[src/rtl/core/imfba_pkg.sv]
package imfba_pkg;

    // frame list geometry
    localparam int FRAME_SLOTS = 1024;
    localparam int MICROFRAMES = 8;
    localparam int SLOT_W      = $clog2(FRAME_SLOTS);
    localparam int MF_IDX_W    = $clog2(MICROFRAMES);

    // field widths
    localparam int SLOT_OUT_W = 10;
    localparam int FRAME_W    = 13;
    localparam int DEV_W      = 7;
    localparam int EP_W       = 4;
    localparam int LEN_W      = 15;
    localparam int MPS_W      = 12;
    localparam int CNT_W      = 13;
    localparam int PKT_W      = 4;
    localparam int MASK_W     = 8;
    localparam int STATUS_W   = 2;
    localparam int SUM_W      = LEN_W + 1;
    localparam int ROW_W      = MICROFRAMES * CNT_W;

    // masked frame number reduced to a slot by restoring subtraction
    localparam int REM_W     = SLOT_OUT_W + 1;
    localparam int RED_STEPS =
        $clog2(((1 << SLOT_OUT_W) + FRAME_SLOTS - 1) / FRAME_SLOTS);

    localparam logic [CNT_W-1:0]      COUNTER_MAX     = 13'h1fff;
    localparam logic [CNT_W-1:0]      LIMIT_RESET     = 13'd6000;
    localparam logic [SLOT_OUT_W-1:0] SLOT_MASK_RESET = 10'h3ff;

    // configuration port
    localparam int APB_ADDR_W = 3;
    localparam int APB_DATA_W = 32;

    typedef enum logic {
        REG_LIMIT     = 1'b0,
        REG_SLOT_MASK = 1'b1
    } t_reg_idx;

    typedef enum logic [STATUS_W-1:0] {
        STATUS_OK   = 2'd0,
        STATUS_OVER = 2'd1,
        STATUS_BAD  = 2'd2
    } t_status;

    // classified request handed from front to back
    typedef struct packed {
        logic                                  mode;
        logic                                  bad;
        logic [SLOT_W-1:0]                     slot;
        logic [MASK_W-1:0]                     smask;
        logic [MASK_W-1:0]                     cmask;
        logic [PKT_W-1:0]                      pkts;
        logic [MICROFRAMES-1:0][LEN_W-1:0]     amt;
    } t_job;

    localparam int Q_DEPTH = 2;
    localparam int Q_PTR_W = $clog2(Q_DEPTH);
    localparam int Q_CNT_W = $clog2(Q_DEPTH + 1);

endpackage

[src/rtl/core/imfba_queue.sv]
module imfba_queue (
    input  logic            i_clk,
    input  logic            i_rst_n,
    input  logic            i_push,
    input  imfba_pkg::t_job i_data,
    output logic            o_full,
    input  logic            i_pop,
    output logic            o_valid,
    output imfba_pkg::t_job o_data
);

    function automatic logic [imfba_pkg::Q_PTR_W-1:0] bump(
        input logic [imfba_pkg::Q_PTR_W-1:0] p
    );
        return (p == imfba_pkg::Q_PTR_W'(imfba_pkg::Q_DEPTH - 1)) ?
            '0 : p + imfba_pkg::Q_PTR_W'(1);
    endfunction

    imfba_pkg::t_job                    r_data [imfba_pkg::Q_DEPTH];
    logic [imfba_pkg::Q_PTR_W-1:0]      r_wptr, r_rptr;
    logic [imfba_pkg::Q_CNT_W-1:0]      r_count, n_count;

    always_comb begin
        unique case ({i_push, i_pop})
            2'b10:   n_count = r_count + imfba_pkg::Q_CNT_W'(1);
            2'b01:   n_count = r_count - imfba_pkg::Q_CNT_W'(1);
            default: n_count = r_count;
        endcase
    end

    always_ff @(posedge i_clk) begin
        if (!i_rst_n) begin
            r_wptr  <= '0;
            r_rptr  <= '0;
            r_count <= '0;
        end else begin
            r_count <= n_count;
            if (i_push) begin
                r_wptr <= bump(r_wptr);
            end
            if (i_pop) begin
                r_rptr <= bump(r_rptr);
            end
        end
    end

    always_ff @(posedge i_clk) begin
        if (i_push) begin
            r_data[r_wptr] <= i_data;
        end
    end

    assign o_full  = (r_count == imfba_pkg::Q_CNT_W'(imfba_pkg::Q_DEPTH));
    assign o_valid = (r_count != '0);
    assign o_data  = r_data[r_rptr];

endmodule

[config.mk]
export PLATFORM = sky130hd
export DESIGN_NAME = imfba_queue
export DESIGN_NICKNAME = d
export VERILOG_FILES = /design/src/rtl/core/imfba_pkg.sv /design/src/rtl/core/imfba_queue.sv
export SDC_FILE = /design/constraint.sdc
export NUM_CORES = 1
export LEC_CHECK = 0
export ABC_AREA = 1
export BUFFER_PORTS_ARGS = -buffer_cell sky130_fd_sc_hd__clkbuf_2
export CAP_MARGIN = 20
export CORE_MARGIN = 5
export CORE_UTILIZATION = 44
export DETAILED_ROUTE_END_ITERATION = 8
export PLACE_DENSITY = 0.69
export SKIP_CTS_REPAIR_TIMING = 1
export SLEW_MARGIN = 25
export SYNTH_ARGS = -nofsm -noshare
export SYNTH_HDL_FRONTEND = slang
export SYNTH_SLANG_ARGS = --single-unit
export TNS_END_PERCENT = 30
[constraint.sdc]
create_clock -name i_clk -period 10.7 [get_ports i_clk]
set_input_delay 1.07 -clock i_clk [delete_from_list [all_inputs] [get_ports i_clk]]
set_output_delay 1.07 -clock i_clk [all_outputs]
set_load 0.01 [all_outputs]
==> results.md <==
* DR pass1 iterations at 4
* Cell-internal power at 2.08 mW
* Peak Freq at 0.264 GHz
* CTS sink cnt at 309
* Clock Power Share at 36.6%
* RSZ-0062 raised after global routing: false
* Worst ir drop on vdd at 0.000134 V
* Sw Ratio at 21.4%
* Power density cells at 185 nW/um^2
* Worst slew margin at 34.3%
* Area after DPL at 13400 um^2
* Unique cell type count in the Yosys netlist at 13
* TritonCTS clock tree: yes
* Max Cap Viol at 0
* Buf/Inv on CP at 2
* Worst r2r src: r_wptr
* CP max stage delay at 0.81 ns
* Most frequent cells in the layout: 309 x clkbuf_2, 304 x edfxtp_1, 80 x mux2_4
* Worst skew pair latency at 0.54 ns
* Final instance area at 14300 um^2
* Antenna Nets Post-Route at 0
* Antenna violations before repair at 3
* RR Endpoint: r_data[1][1]
* Synth top area cells: edfxtp_1 79%, mux2_4 10%, mux2_2 7.0%
* Final Non-Filler Cells at 1198
* Synth Net Count at 665
* Core box area at 25900 um^2
* Vias at 5742
* Post-Syn Instances at 508
* Comb power frac at 9.7%
* Top Ports at 310
* Worst slew pin tran at 0.986 ns
* Cells on worst reg2reg path at 3
* Lkg Pwr at 5.63 nW
* Die Y at 172 um
* Final slew viol count at 0
* 1st-iter DRT viols at 380
* Post-synth top area cell: edfxtp_1
* Setup Viol. Count Final at 0
* Post-synth top area share at 79.3%
* Largest net degree at the start of global routing at 82
* Skew final at 0.00753 ns
* Warnings, synthesis at 0
* Hold Path Depth at 2
* Commonest non-fill, non-tap cell in the layout: clkbuf_2
* Chip width at 172 um
* Setup TNS at 0 ns
* Synth Area per Inst at 22.7 um^2
* Die area at 29500 um^2
* Final Hold Vio Count at 0
* First-pass GRT wire length at 31800 um
* Outcome: complete, no violations
* Gr ovfl total at 0
* Rows at 59
* Syn-to-layout area delta at 24.5%
* Routed wire length at 22000 um
* Crit path DAT at 2.71 ns
* CP max FO at 57
* Root Buffer: clkbuf_16
* Seq pwr share at 53.7%
* DR vias/cell at 4.79
* Starting Density at 44.4%
* IO Port Bufs at 309
* WS Path Type: reg2out
* Required @ worst endpoint at 9.63 ns
* Layout cells sized above 1 at 59.2%
* Total GRT Usage at 13.8%
* Top Family by Delay on Critical Path: buffers and inverters
* CTS Buffer Depth at 3
* Crit path time final at 3.78 ns
* Placed cells at 1140
* Worst setup SP type: flip-flop
* Sw power at 0.566 mW
* CTS HTree Levels at 1
* #FFs+latches synth at 309
* CP Cell Sequence: buf_4, mux2_2, clkbuf_2
* Post-synthesis sequential area ratio at 80.1%
* Hold WC Path Type: reg2reg
* RePlAce Congestion at 0.716
* Hold path start: r_rptr
* Worst-path clk slew at 0.06 ns
* Per-cell routed wire length at 18.3 um
* Total CTS buffers at 31
* Crit share post-route at 35.3%
* CP endpoint kind: output port
* Slowest CP cell: buf_4
* Final net count at 996
* Reg2reg setup slack at 8.43 ns
* Final HPWL DP at 14700 um
* Vias in the first global route at 5976
* Synth Cell Area at 11500 um^2
* Drc violations at 0
## final cells by class
cell class / instances / area [um^2]
clock buffer: 39 / 806
fill: 2023 / 11600
antenna: 1 / 2.50
inverter: 6 / 27.5
tap: 335 / 419
multi-input combinational: 176 / 2120
clock inverter: 17 / 111
sequential: 309 / 9230
timing repair buffer: 315 / 1620
## routing by layer
layer	track usage (%)	vias up	routed length, um
li1	-	2677	-
met2	23.0	232	10400
met4	4.24	4	523
met5	0	-	23
met1	17.5	2786	8780
met3	4.37	43	2220
## worst max path at each step
| stage | start | end | slack (ns) | cells past startpoint |
|---|---|---|---|---|
| after global placement | i_push | r_data[1][109] | 7.38 | 4 |
| after detailed placement | flip-flop | o_data[48] | 7.42 | 3 |
| after CTS | flip-flop | o_data[51] | 6.82 | 3 |
| after global routing | flip-flop | o_data[50] | 6.74 | 3 |
| final | flip-flop | o_data[35] | 6.92 | 3 |
| after floorplan | i_push | r_data[0][0] | 2.54 | 2 |
## power by group through the flow
stage	Clock, mW	Combinational, mW	Sequential, mW
detailed placement	0	0.260	1.45
global placement	0	0.258	1.45
floorplan	0	0.155	1.45
global route	1.06	0.277	1.43
finish	0.969	0.257	1.42
CTS	1.00	0.261	1.42
## sequential cells by signal (all words and copies together), names as in the netlist, named ones only
signal and cells:
r_rptr 1, r_wptr 1, r_data 304, r_count 2
## synth_stat cells (all sizes together)
cell	instances
a21oi	1
buf	17
dfxtp	5
edfxtp	304
ha	1
inv	6
mux2	152
nand2	9
nand4	1
nor2	11
o21ai	1
## worst register-to-register path, stage by stage (launching register included)
cell     delay, ns
dfxtp_1       0.39
nand2_1       0.15
inv_6         0.50
buf_6         0.73
## logic make-up after synthesis
group,count (synthesis),share of synthesized area [%]
muxes,152,17.5
adders and majority gates,1,0.109
AOI/OAI and AO/OA,2,0.0868
buffers and inverters,23,1.48
DFF,309,80.1
and+or+nand+nor,21,0.706
## through the flow
stage	hold WS [ns]	utilization, %	setup WS, ns	power, mW
after floorplan	0.463	-	2.54	1.60
after global placement	0.477	51.7	7.38	1.70
after detailed placement	0.490	51.7	7.42	1.71
after CTS	0.506	55.2	6.82	2.68
after global routing	0.539	55.3	6.74	2.76
final	0.499	55.3	6.92	2.65
Note: power is estimated with default switching activity, not from simulation.
