**src/rtl/core/imfba_pkg.sv**
```systemverilog
package imfba_pkg;

    // frame list geometry
    localparam int FRAME_SLOTS = 1024;
    localparam int MICROFRAMES = 8;
    localparam int SLOT_W      = $clog2(FRAME_SLOTS);
    localparam int MF_IDX_W    = $clog2(MICROFRAMES);

    // field widths
    localparam int SLOT_OUT_W = 10;
    localparam int FRAME_W    = 13;
    localparam int DEV_W      = 7;
    localparam int EP_W       = 4;
    localparam int LEN_W      = 15;
    localparam int MPS_W      = 12;
    localparam int CNT_W      = 13;
    localparam int PKT_W      = 4;
    localparam int MASK_W     = 8;
    localparam int STATUS_W   = 2;
    localparam int SUM_W      = LEN_W + 1;
    localparam int ROW_W      = MICROFRAMES * CNT_W;

    // masked frame number reduced to a slot by restoring subtraction
    localparam int REM_W     = SLOT_OUT_W + 1;
    localparam int RED_STEPS =
        $clog2(((1 << SLOT_OUT_W) + FRAME_SLOTS - 1) / FRAME_SLOTS);

    localparam logic [CNT_W-1:0]      COUNTER_MAX     = 13'h1fff;
    localparam logic [CNT_W-1:0]      LIMIT_RESET     = 13'd6000;
    localparam logic [SLOT_OUT_W-1:0] SLOT_MASK_RESET = 10'h3ff;

    // configuration port
    localparam int APB_ADDR_W = 3;
    localparam int APB_DATA_W = 32;

    typedef enum logic {
        REG_LIMIT     = 1'b0,
        REG_SLOT_MASK = 1'b1
    } t_reg_idx;

    typedef enum logic [STATUS_W-1:0] {
        STATUS_OK   = 2'd0,
        STATUS_OVER = 2'd1,
        STATUS_BAD  = 2'd2
    } t_status;

    // classified request handed from front to back
    typedef struct packed {
        logic                                  mode;
        logic                                  bad;
        logic [SLOT_W-1:0]                     slot;
        logic [MASK_W-1:0]                     smask;
        logic [MASK_W-1:0]                     cmask;
        logic [PKT_W-1:0]                      pkts;
        logic [MICROFRAMES-1:0][LEN_W-1:0]     amt;
    } t_job;

    localparam int Q_DEPTH = 2;
    localparam int Q_PTR_W = $clog2(Q_DEPTH);
    localparam int Q_CNT_W = $clog2(Q_DEPTH + 1);

endpackage

```
**src/rtl/core/imfba_front.sv**
```systemverilog
module imfba_front (
    input  logic                                i_clk,
    input  logic                                i_rst_n,
    input  logic                                i_take,
    input  logic                                i_mode,
    input  logic [imfba_pkg::SLOT_OUT_W-1:0]    i_frame_masked,
    input  logic                                i_split,
    input  logic [imfba_pkg::DEV_W-1:0]         i_device_address,
    input  logic [imfba_pkg::EP_W-1:0]          i_endpoint_number,
    input  logic [imfba_pkg::LEN_W-1:0]         i_transfer_length,
    input  logic [imfba_pkg::MPS_W-1:0]         i_max_packet_size,
    input  logic                                i_full,
    output logic                                o_busy,
    output logic                                o_push,
    output imfba_pkg::t_job                     o_job
);

    typedef enum logic [2:0] {
        F_IDLE = 3'b001,
        F_CUT  = 3'b010,
        F_PUSH = 3'b100
    } t_fstate;

    // mod 3 by summing base-4 digits
    function automatic logic [1:0] mod3(input logic [7:0] v);
        logic [3:0] s;
        logic [2:0] t;
        logic [1:0] r;
        s = 4'(v[1:0]) + 4'(v[3:2]) + 4'(v[5:4]) + 4'(v[7:6]);
        t = 3'(s[1:0]) + 3'(s[3:2]);
        unique case (t)
            3'd0, 3'd3, 3'd6: r = 2'd0;
            3'd1, 3'd4:       r = 2'd1;
            default:          r = 2'd2;
        endcase
        return r;
    endfunction

    function automatic logic [imfba_pkg::SLOT_W-1:0] reduce_slot(
        input logic [imfba_pkg::SLOT_OUT_W-1:0] v
    );
        logic [imfba_pkg::REM_W-1:0] rem;
        rem = {1'b0, v};
        for (int j = imfba_pkg::RED_STEPS - 1; j >= 0; j--) begin
            if (rem >= imfba_pkg::REM_W'(imfba_pkg::FRAME_SLOTS << j)) begin
                rem = rem - imfba_pkg::REM_W'(imfba_pkg::FRAME_SLOTS << j);
            end
        end
        return rem[imfba_pkg::SLOT_W-1:0];
    endfunction

    t_fstate                              r_state, n_state;
    logic [imfba_pkg::SLOT_OUT_W-1:0]     r_frame;
    logic                                 r_split;
    logic [imfba_pkg::DEV_W-1:0]          r_dev;
    logic [imfba_pkg::EP_W-1:0]           r_ep;
    logic [imfba_pkg::LEN_W-1:0]          r_len;
    logic [imfba_pkg::MPS_W-1:0]          r_mps;
    logic [imfba_pkg::LEN_W-1:0]          r_left, n_left;
    logic [imfba_pkg::MF_IDX_W-1:0]       r_k, n_k;
    imfba_pkg::t_job                      r_job, n_job;

    logic [imfba_pkg::LEN_W-1:0]          pkt;
    logic [imfba_pkg::LEN_W-1:0]          left_after;
    logic [1:0]                           start_mf;
    logic [imfba_pkg::MASK_W-1:0]         smask;
    logic [imfba_pkg::MASK_W-1:0]         cmask;

    assign pkt        = (r_left > imfba_pkg::LEN_W'(r_mps)) ? imfba_pkg::LEN_W'(r_mps) : r_left;
    assign left_after = r_left - pkt;
    assign start_mf   = mod3(8'(r_dev) + 8'(r_ep));
    assign smask      = imfba_pkg::MASK_W'(1) << start_mf;
    assign cmask      = imfba_pkg::MASK_W'(8'b0001_1100) << start_mf;

    always_comb begin
        n_state = r_state;
        n_left  = r_left;
        n_k     = r_k;
        n_job   = r_job;
        unique case (r_state)
            F_IDLE: begin
                if (i_take) begin
                    n_job      = '0;
                    n_job.mode = i_mode;
                    n_left     = i_transfer_length;
                    n_k        = '0;
                    n_state    = F_CUT;
                end
            end
            F_CUT: begin
                n_job.slot = reduce_slot(r_frame);
                priority if (r_len == '0 || r_mps == '0) begin
                    n_job.bad = 1'b1;
                    n_state   = F_PUSH;
                end else if (r_split) begin
                    n_job.smask = smask;
                    n_job.cmask = cmask;
                    n_job.pkts  = imfba_pkg::PKT_W'(1);
                    for (int i = 0; i < imfba_pkg::MICROFRAMES; i++) begin
                        n_job.amt[i] = (smask[i] | cmask[i]) ? r_len : '0;
                    end
                    n_state = F_PUSH;
                end else begin
                    // one high-speed packet per cycle
                    n_job.amt[r_k] = pkt;
                    n_job.pkts     = r_job.pkts + imfba_pkg::PKT_W'(1);
                    n_left         = left_after;
                    if (left_after == '0 ||
                        r_k == imfba_pkg::MF_IDX_W'(imfba_pkg::MICROFRAMES - 1)) begin
                        n_state = F_PUSH;
                    end else begin
                        n_k = r_k + imfba_pkg::MF_IDX_W'(1);
                    end
                end
            end
            F_PUSH: begin
                if (!i_full) begin
                    n_state = F_IDLE;
                end
            end
            default: n_state = F_IDLE;
        endcase
    end

    always_ff @(posedge i_clk) begin
        if (!i_rst_n) begin
            r_state <= F_IDLE;
        end else begin
            r_state <= n_state;
        end
    end

    always_ff @(posedge i_clk) begin
        r_left <= n_left;
        r_k    <= n_k;
        r_job  <= n_job;
        if (r_state == F_IDLE && i_take) begin
            r_frame <= i_frame_masked;
            r_split <= i_split;
            r_dev   <= i_device_address;
            r_ep    <= i_endpoint_number;
            r_len   <= i_transfer_length;
            r_mps   <= i_max_packet_size;
        end
    end

    assign o_busy = (r_state != F_IDLE);
    assign o_push = (r_state == F_PUSH) && !i_full;
    assign o_job  = r_job;

endmodule

```
**config.mk**
```make
export PLATFORM = sky130hd
export DESIGN_NAME = imfba_front
export DESIGN_NICKNAME = d
export VERILOG_FILES = /design/src/rtl/core/imfba_pkg.sv /design/src/rtl/core/imfba_front.sv
export SDC_FILE = /design/constraint.sdc
export NUM_CORES = 1
export LEC_CHECK = 0
export ABC_CLOCK_PERIOD_IN_PS = 15790
export BUFFER_PORTS_ARGS = -buffer_cell sky130_fd_sc_hd__buf_2
export CORE_ASPECT_RATIO = 1.25
export CORE_MARGIN = 5
export CORE_UTILIZATION = 45
export DETAILED_ROUTE_END_ITERATION = 6
export PLACE_DENSITY_LB_ADDON = 0.12
export SLEW_MARGIN = 25
export SYNTH_ARGS = -nofsm -noshare
export SYNTH_HDL_FRONTEND = slang
export SYNTH_SLANG_ARGS = --single-unit
```
**constraint.sdc**
```tcl
create_clock -name i_clk -period 15.79 [get_ports i_clk]
set_clock_uncertainty 0.1 [all_clocks]
set_input_delay 3.9475 -clock i_clk [delete_from_list [all_inputs] [get_ports i_clk]]
set_output_delay 3.9475 -clock i_clk [all_outputs]
set_load 0.02 [all_outputs]
```
==> metrics, run 1 <==
status=finished, final reports clean; vias in the first global route=8,088; clock sinks=214; LEAKAGE=4.87 nW; Setup TNS=0 ns; simple-gate share of the synthesized area=0.130; root buffer cell=clkbuf_16; Finished Core Util=0.542; total track usage=0.223; main combinational cell family by area after synthesis=compound AO/OA/AOI/OAI gates; synth unique cells=64; Longest Clk Path Bufs=3; RSZ-0062 raised after global routing=false; Die X=147 microns; port bufs=201; Least-Margin Pin Slew=1.08 ns; Max FO, Critical Path=2; vias per cell=5.98; class of the worst hold path=reg -> reg; H-tree depth reported by CTS=1; Area Overhead vs Synth=18.1%; total gr overflow=0; Post-Place Cell Area=11,800 sq um; Post-Syn Instances=907; Crit. End Element=primary output; # DRC=0; Power Density=215 nW/um^2; mux contribution to synthesized area=0.0124; adder-cell share of the synthesized area=0.0533; # diodes=0; fraction of layout instances using a drive strength above 1=0.239; Slew Viols, Final=0; initial antenna violation count=0; VDD IR-drop max=0.335 mV; minimum clock period=8.53 ns; most used flip-flop cell after synthesis=edfxtp_1; starting density of the core=0.459; Mapped Area=10,600 sq um; final non-filler cell total=1,388; Placed Cells=1,348; Clock transition at path regs=0.05 ns; max-cap viol count=0; DRT antenna net count=0; Via Count=8,296; core area=23,100 sq um; DIE HEIGHT=182 microns; async set-reset flop share out of synthesis=0; IO Count=208; number of synthesized flops with an enable pin=211; Hold Vio Cnt, Final=0; XOR/XNOR share of the synthesized area=0.0140; Design Power=2.69 mW; die area=26,800 sq um; #FFs+latches synth=214; Max Clk Rate=117 MHz; leading cell type in the layout, fill and taps excluded=edfxtp_1; Crit Path Category=in -> out; most frequent cells in the layout=211 x edfxtp_1, 201 x buf_2, 77 x nor2_1; Final period util=0.541; design area=12,500 sq um; post-CTS sizing=0; warnings from Yosys=0; drt first pass iters=6; largest net degree at the start of global routing=96; Mean Syn Cell Area=11.7 sq um; required time of the critical path=11.74 ns; sequential area share after synthesis=0.602; Setup Buffers After CTS=0; 1st-iter DRT viols=727; nets=1,181; # hold bufs at CTS=0; max_slew headroom=0.280; CP Launch Type=input pin; Final HPWL DP=21,500 microns; TritonCTS Buffers=23; first-pass GRT wire length=47,200 microns; Setup-failing EPs final=0; wire per inst=22.1 microns; CTS tree=yes; WP data arrival=4.49 ns; FP Rows=62; Synth Area in Compound Gates=0.148; Worst-Skew Late Latency=0.51 ns; GPL Wtd Cong=0.831; final wirelength=30,700 microns
-- sequential cells by signal, summed over array words and instances, names as in the netlist, 3 cells and up --
register,cells
o_job,144
r_dev,7
r_ep,4
r_frame,10
r_k,3
r_left,15
r_len,15
r_mps,12
r_state,3
-- layout make-up --
| cell class | instances | area [sq um] |
|---|---|---|
| fillers | 2040 | 10600 |
| flip-flops and latches | 214 | 6400 |
| multi-input cells | 599 | 3860 |
| repair buffers | 213 | 1110 |
| clock buffers | 28 | 594 |
| well taps | 288 | 360 |
| inverters | 35 | 134 |
| clock inverters | 11 | 82.6 |
-- cell families (layout without fill, tap and decap cells) --
kind of cell	after synthesis	after routing
xor gates and xnor gates	17	17
muxes	13	13
other	1	7
and+or+nand+nor	283	283
adders and majority gates	41	41
AOI/OAI and AO/OA	238	238
DFF	214	214
buffers and inverters	100	287
-- metal layers --
| metal | wire length (microns) | vias up | share of wire | GRT usage |
|---|---|---|---|---|
| met3 | 2180 | 49 | 0.071 | 0.0329 |
| met4 | 846 | 0 | 0.028 | 0.0724 |
| met5 | 0 | - | 0 | 0 |
| li1 | - | 3843 | - | - |
| met2 | 15100 | 358 | 0.49 | 0.381 |
| met1 | 12600 | 4046 | 0.41 | 0.294 |
-- worst max-delay path: stages --
cell     delay, ns
buf_2         0.11
nor4b_1       0.22
buf_2         0.21
-- final timing paths --
kind	start	to	slack (ns)	cells after the start
min reg2reg	r_frame[4]	o_job[144]	0.45	1
max reg2reg	r_left[8]	r_k[2]	9.78	19
min	r_frame[4]	o_job[144]	0.45	1
max	i_full	o_push	7.26	3
-- where the power goes --
| part | total, mW | switching (mW) | internal (mW) | leakage, nW |
|---|---|---|---|---|
| clock network | 0.501 | 0.219 | 0.283 | 0.324 |
| logic | 1.36 | 1.03 | 0.331 | 2.47 |
| registers | 0.829 | 0.0689 | 0.760 | 2.09 |
| total | 2.69 | 1.32 | 1.37 | 4.87 |
-- synthesized netlist by cell type (all sizes together), types with 2 or more instances --
| library cell | number | area, sq um |
|---|---|---|
| a211oi | 3 | 22.5 |
| a21o | 8 | 61.3 |
| a21oi | 31 | 155 |
| a22oi | 2 | 15.0 |
| a31oi | 42 | 263 |
| a41o | 2 | 21.3 |
| and2 | 3 | 18.8 |
| and3 | 18 | 113 |
| and3b | 2 | 17.5 |
| buf | 15 | 95.1 |
| clkbuf | 50 | 191 |
| clkinv | 2 | 7.51 |
| dfxtp | 3 | 60.1 |
| edfxtp | 211 | 6340 |
| fa | 7 | 140 |
| ha | 34 | 425 |
| inv | 33 | 124 |
| mux2i | 12 | 120 |
| nand2 | 55 | 206 |
| nand2b | 6 | 37.5 |
| nand3 | 70 | 350 |
| nand3b | 6 | 45.0 |
| nand4 | 7 | 43.8 |
| nor2 | 78 | 293 |
| nor2b | 5 | 31.3 |
| nor3 | 6 | 30.0 |
| nor3b | 3 | 22.5 |
| nor4 | 9 | 56.3 |
| o2111ai | 4 | 35.0 |
| o211ai | 13 | 97.6 |
| o21a | 3 | 22.5 |
| o21ai | 71 | 355 |
| o221ai | 39 | 342 |
| o22a | 6 | 52.6 |
| o31ai | 3 | 22.5 |
| or3 | 8 | 51.3 |
| or3b | 2 | 17.5 |
| or4 | 2 | 22.5 |
| xnor2 | 10 | 87.6 |
| xor2 | 7 | 61.3 |
-- through the flow --
stage                     setup WS, ns  hold slack [ns]
after CTS                         7.25            0.448
after global routing              7.15            0.466
after global placement            7.26            0.431
final                             7.26            0.447
after floorplan                   7.06            0.428
after detailed placement          7.26            0.438
(Power assumes the default switching activity.)
==> run 2, diff against run 1 <==
ABC_CLOCK_PERIOD_IN_PS = 7350   (was 15790)
clock period = 7.35 ns   (was 15.79 ns; I/O delays follow)
==> run 2 against run 1 <==
Register-to-register slack lost 8.2 ns. Count of clock-buffer cells in the layout decreased by 1. Via count increased by 0.25%. Die area did not move. Critical endpoint is now o_job[59].
==> metrics, run 2 (same netlist as run 1, synthesis figures left out) <==
status=finished, final reports clean (unchanged); Setup WS post-layout=1.59 ns (was 7.26 ns); RSZ-0062 raised after global routing=false (unchanged); Final period util=0.783; max FFs per register=144 (unchanged); Via Count=8,317 (was 8,296); TritonCTS Buffers=23 (unchanged); GPL Wtd Cong=0.861 (was 0.831); Worst-Skew Late Latency=0.52 ns (was 0.51 ns); max_slew headroom=0.389 (was 0.280); Hold Vio Cnt, Final=0 (unchanged); starting density of the core=0.459 (unchanged); WP data arrival=5.91 ns (was 4.49 ns); Crit. End Element=flop (was primary output); minimum clock period=5.76 ns; required time of the critical path=7.50 ns (was 11.74 ns); Max Clk Rate=174 MHz; Final HPWL DP=21,900 microns (was 21,500 microns); met1 Usage GRT=0.290 (was 0.294); drt first pass iters=6 (unchanged); Post-Place Worst Slack=1.59 ns (was 7.26 ns); Area Overhead vs Synth=18.9% (was 18.1%); vias per cell=5.95 (was 5.98); Longest Clk Path Bufs=3 (unchanged); # diodes=0 (unchanged); Slew Viols, Final=0 (unchanged); largest net degree at the start of global routing=103 (was 96); most frequent cells in the layout=211 x edfxtp_1, 201 x buf_2, 75 x nor2_1 (was 211 x edfxtp_1, 201 x buf_2, 77 x nor2_1); class of the worst hold path=reg -> reg (unchanged); total track usage=0.223 (about the same); H-tree depth reported by CTS=1 (unchanged); met3 GRT Util=0.0324 (was 0.0329); DRT antenna net count=0 (unchanged); # hold bufs at CTS=0 (unchanged); # DRC=0 (unchanged); Worst R2R Setup Slack=1.59 ns (was 9.78 ns); vias in the first global route=8,236 (was 8,088); Max FO, Critical Path=18 (was 2); Setup Buffers After CTS=0 (unchanged); Setup-failing EPs final=0 (unchanged); fraction of layout instances using a drive strength above 1=0.246 (was 0.239); max incr delay on CP=0.55 ns (was 0.22 ns); nets=1,188 (was 1,181); worst-path cell chain=ha_1 > a21o_1 > a21oi_1 > nor2b_1 > o21ai_0 > xor2_1 > fa_1 > fa_1 > inv_1 > ha_1 > inv_1 > fa_1 > inv_1 > ha_1 > inv_1 > fa_1 > xor2_1 > o21ai_1 > buf_4 > nor2_1 > buf_4 > nor2_1 > a31oi_1 > nor2_1 (was buf_2 > nor4b_1 > buf_2); first-pass GRT wire length=47,000 microns (was 47,200 microns); die area=26,800 sq um (unchanged); IO Count=208 (unchanged); final non-filler cell total=1,398 (was 1,388); Placed Cells=1,356 (was 1,348); 1st-iter DRT viols=837 (was 727); met2 Usage GRT=0.381 (about the same); root buffer cell=clkbuf_16 (unchanged); total gr overflow=0 (unchanged); Least-Margin Pin Slew=0.917 ns (was 1.08 ns); port bufs=201 (unchanged); Critical-path top delay cell=fa_1 (was nor4b_1); Setup TNS=0 ns (unchanged); max-cap viol count=0 (unchanged); Die X=147 microns (unchanged); Crit Path Category=reg -> reg (was in -> out); Clock transition at path regs=0.06 ns (was 0.05 ns); CP Launch Type=flop (was input pin); final wirelength=30,900 microns (was 30,700 microns); VDD IR-drop max=1.01 mV (was 0.335 mV); post-CTS sizing=0 (unchanged); core area=23,100 sq um (unchanged); clock sinks=214 (unchanged); LEAKAGE=4.92 nW (was 4.87 nW); DIE HEIGHT=182 microns (unchanged); Power Density=452 nW/um^2 (was 215 nW/um^2); leading cell type in the layout, fill and taps excluded=edfxtp_1 (unchanged); FP Rows=62 (unchanged); wire per inst=22.1 microns (about the same); Top Usage Layer GRT=met2 (unchanged); initial antenna violation count=0 (unchanged); CTS tree=yes (unchanged)
==> run 2: worst paths after layout <==
path | startpoint | endpoint | cells past startpoint
worst min-delay path | r_frame[5] | o_job[145] | 1
worst max-delay path | r_dev[1] | o_job[59] | 24
worst min register to register | r_frame[5] | o_job[145] | 1
worst max register to register | r_dev[1] | o_job[59] | 24
==> run 2: layout make-up <==
cell class / count / area (sq um)
Fill cell: 2035 / 10500
Sequential cell: 214 / 6400
Multi-Input combinational cell: 599 / 3860
Timing Repair Buffer: 220 / 1150
Clock buffer: 27 / 591
Tap cell: 288 / 360
Inverter: 35 / 134
Clock inverter: 15 / 126
==> run 2: routing by layer <==
layer	part of all wire	vias to the layer above	wire length, microns
li1	-	3856	-
met1	0.41	4045	12700
met2	0.49	359	15100
met3	0.070	57	2160
met4	0.030	0	920
met5	0	-	0
==> run 2: power breakdown <==
part | internal, mW | switching, mW | total [mW]
registers | 1.63 | 0.149 | 1.78
logic | 0.710 | 2.09 | 2.80
clock network | 0.645 | 0.476 | 1.12
total | 2.99 | 2.71 | 5.70
==> run 2: through the flow <==
stage          total power, mW  utilization  hold slack [ns]  cell area, sq um
3_3_place_gp              4.55        0.514            0.431             11900
4_1_cts                   5.73        0.546            0.449             12600
5_1_grt                   6.03        0.546            0.470             12600
3_5_place_dp              4.60        0.515            0.439             11900
2_1_floorplan             3.70            -            0.428             10600
6_report                  5.70        0.546            0.448             12600
==> run 2: critical path, delay by kind of cell, from the launching register on <==
family | cells | cell delay [ns]
AOI/OAI and AO/OA | 5 | 0.82
xor gates and xnor gates | 2 | 0.47
adders and majority gates | 7 | 2.47
buffers and inverters | 6 | 0.69
DFF | 1 | 0.39
and+or+nand+nor | 4 | 0.55
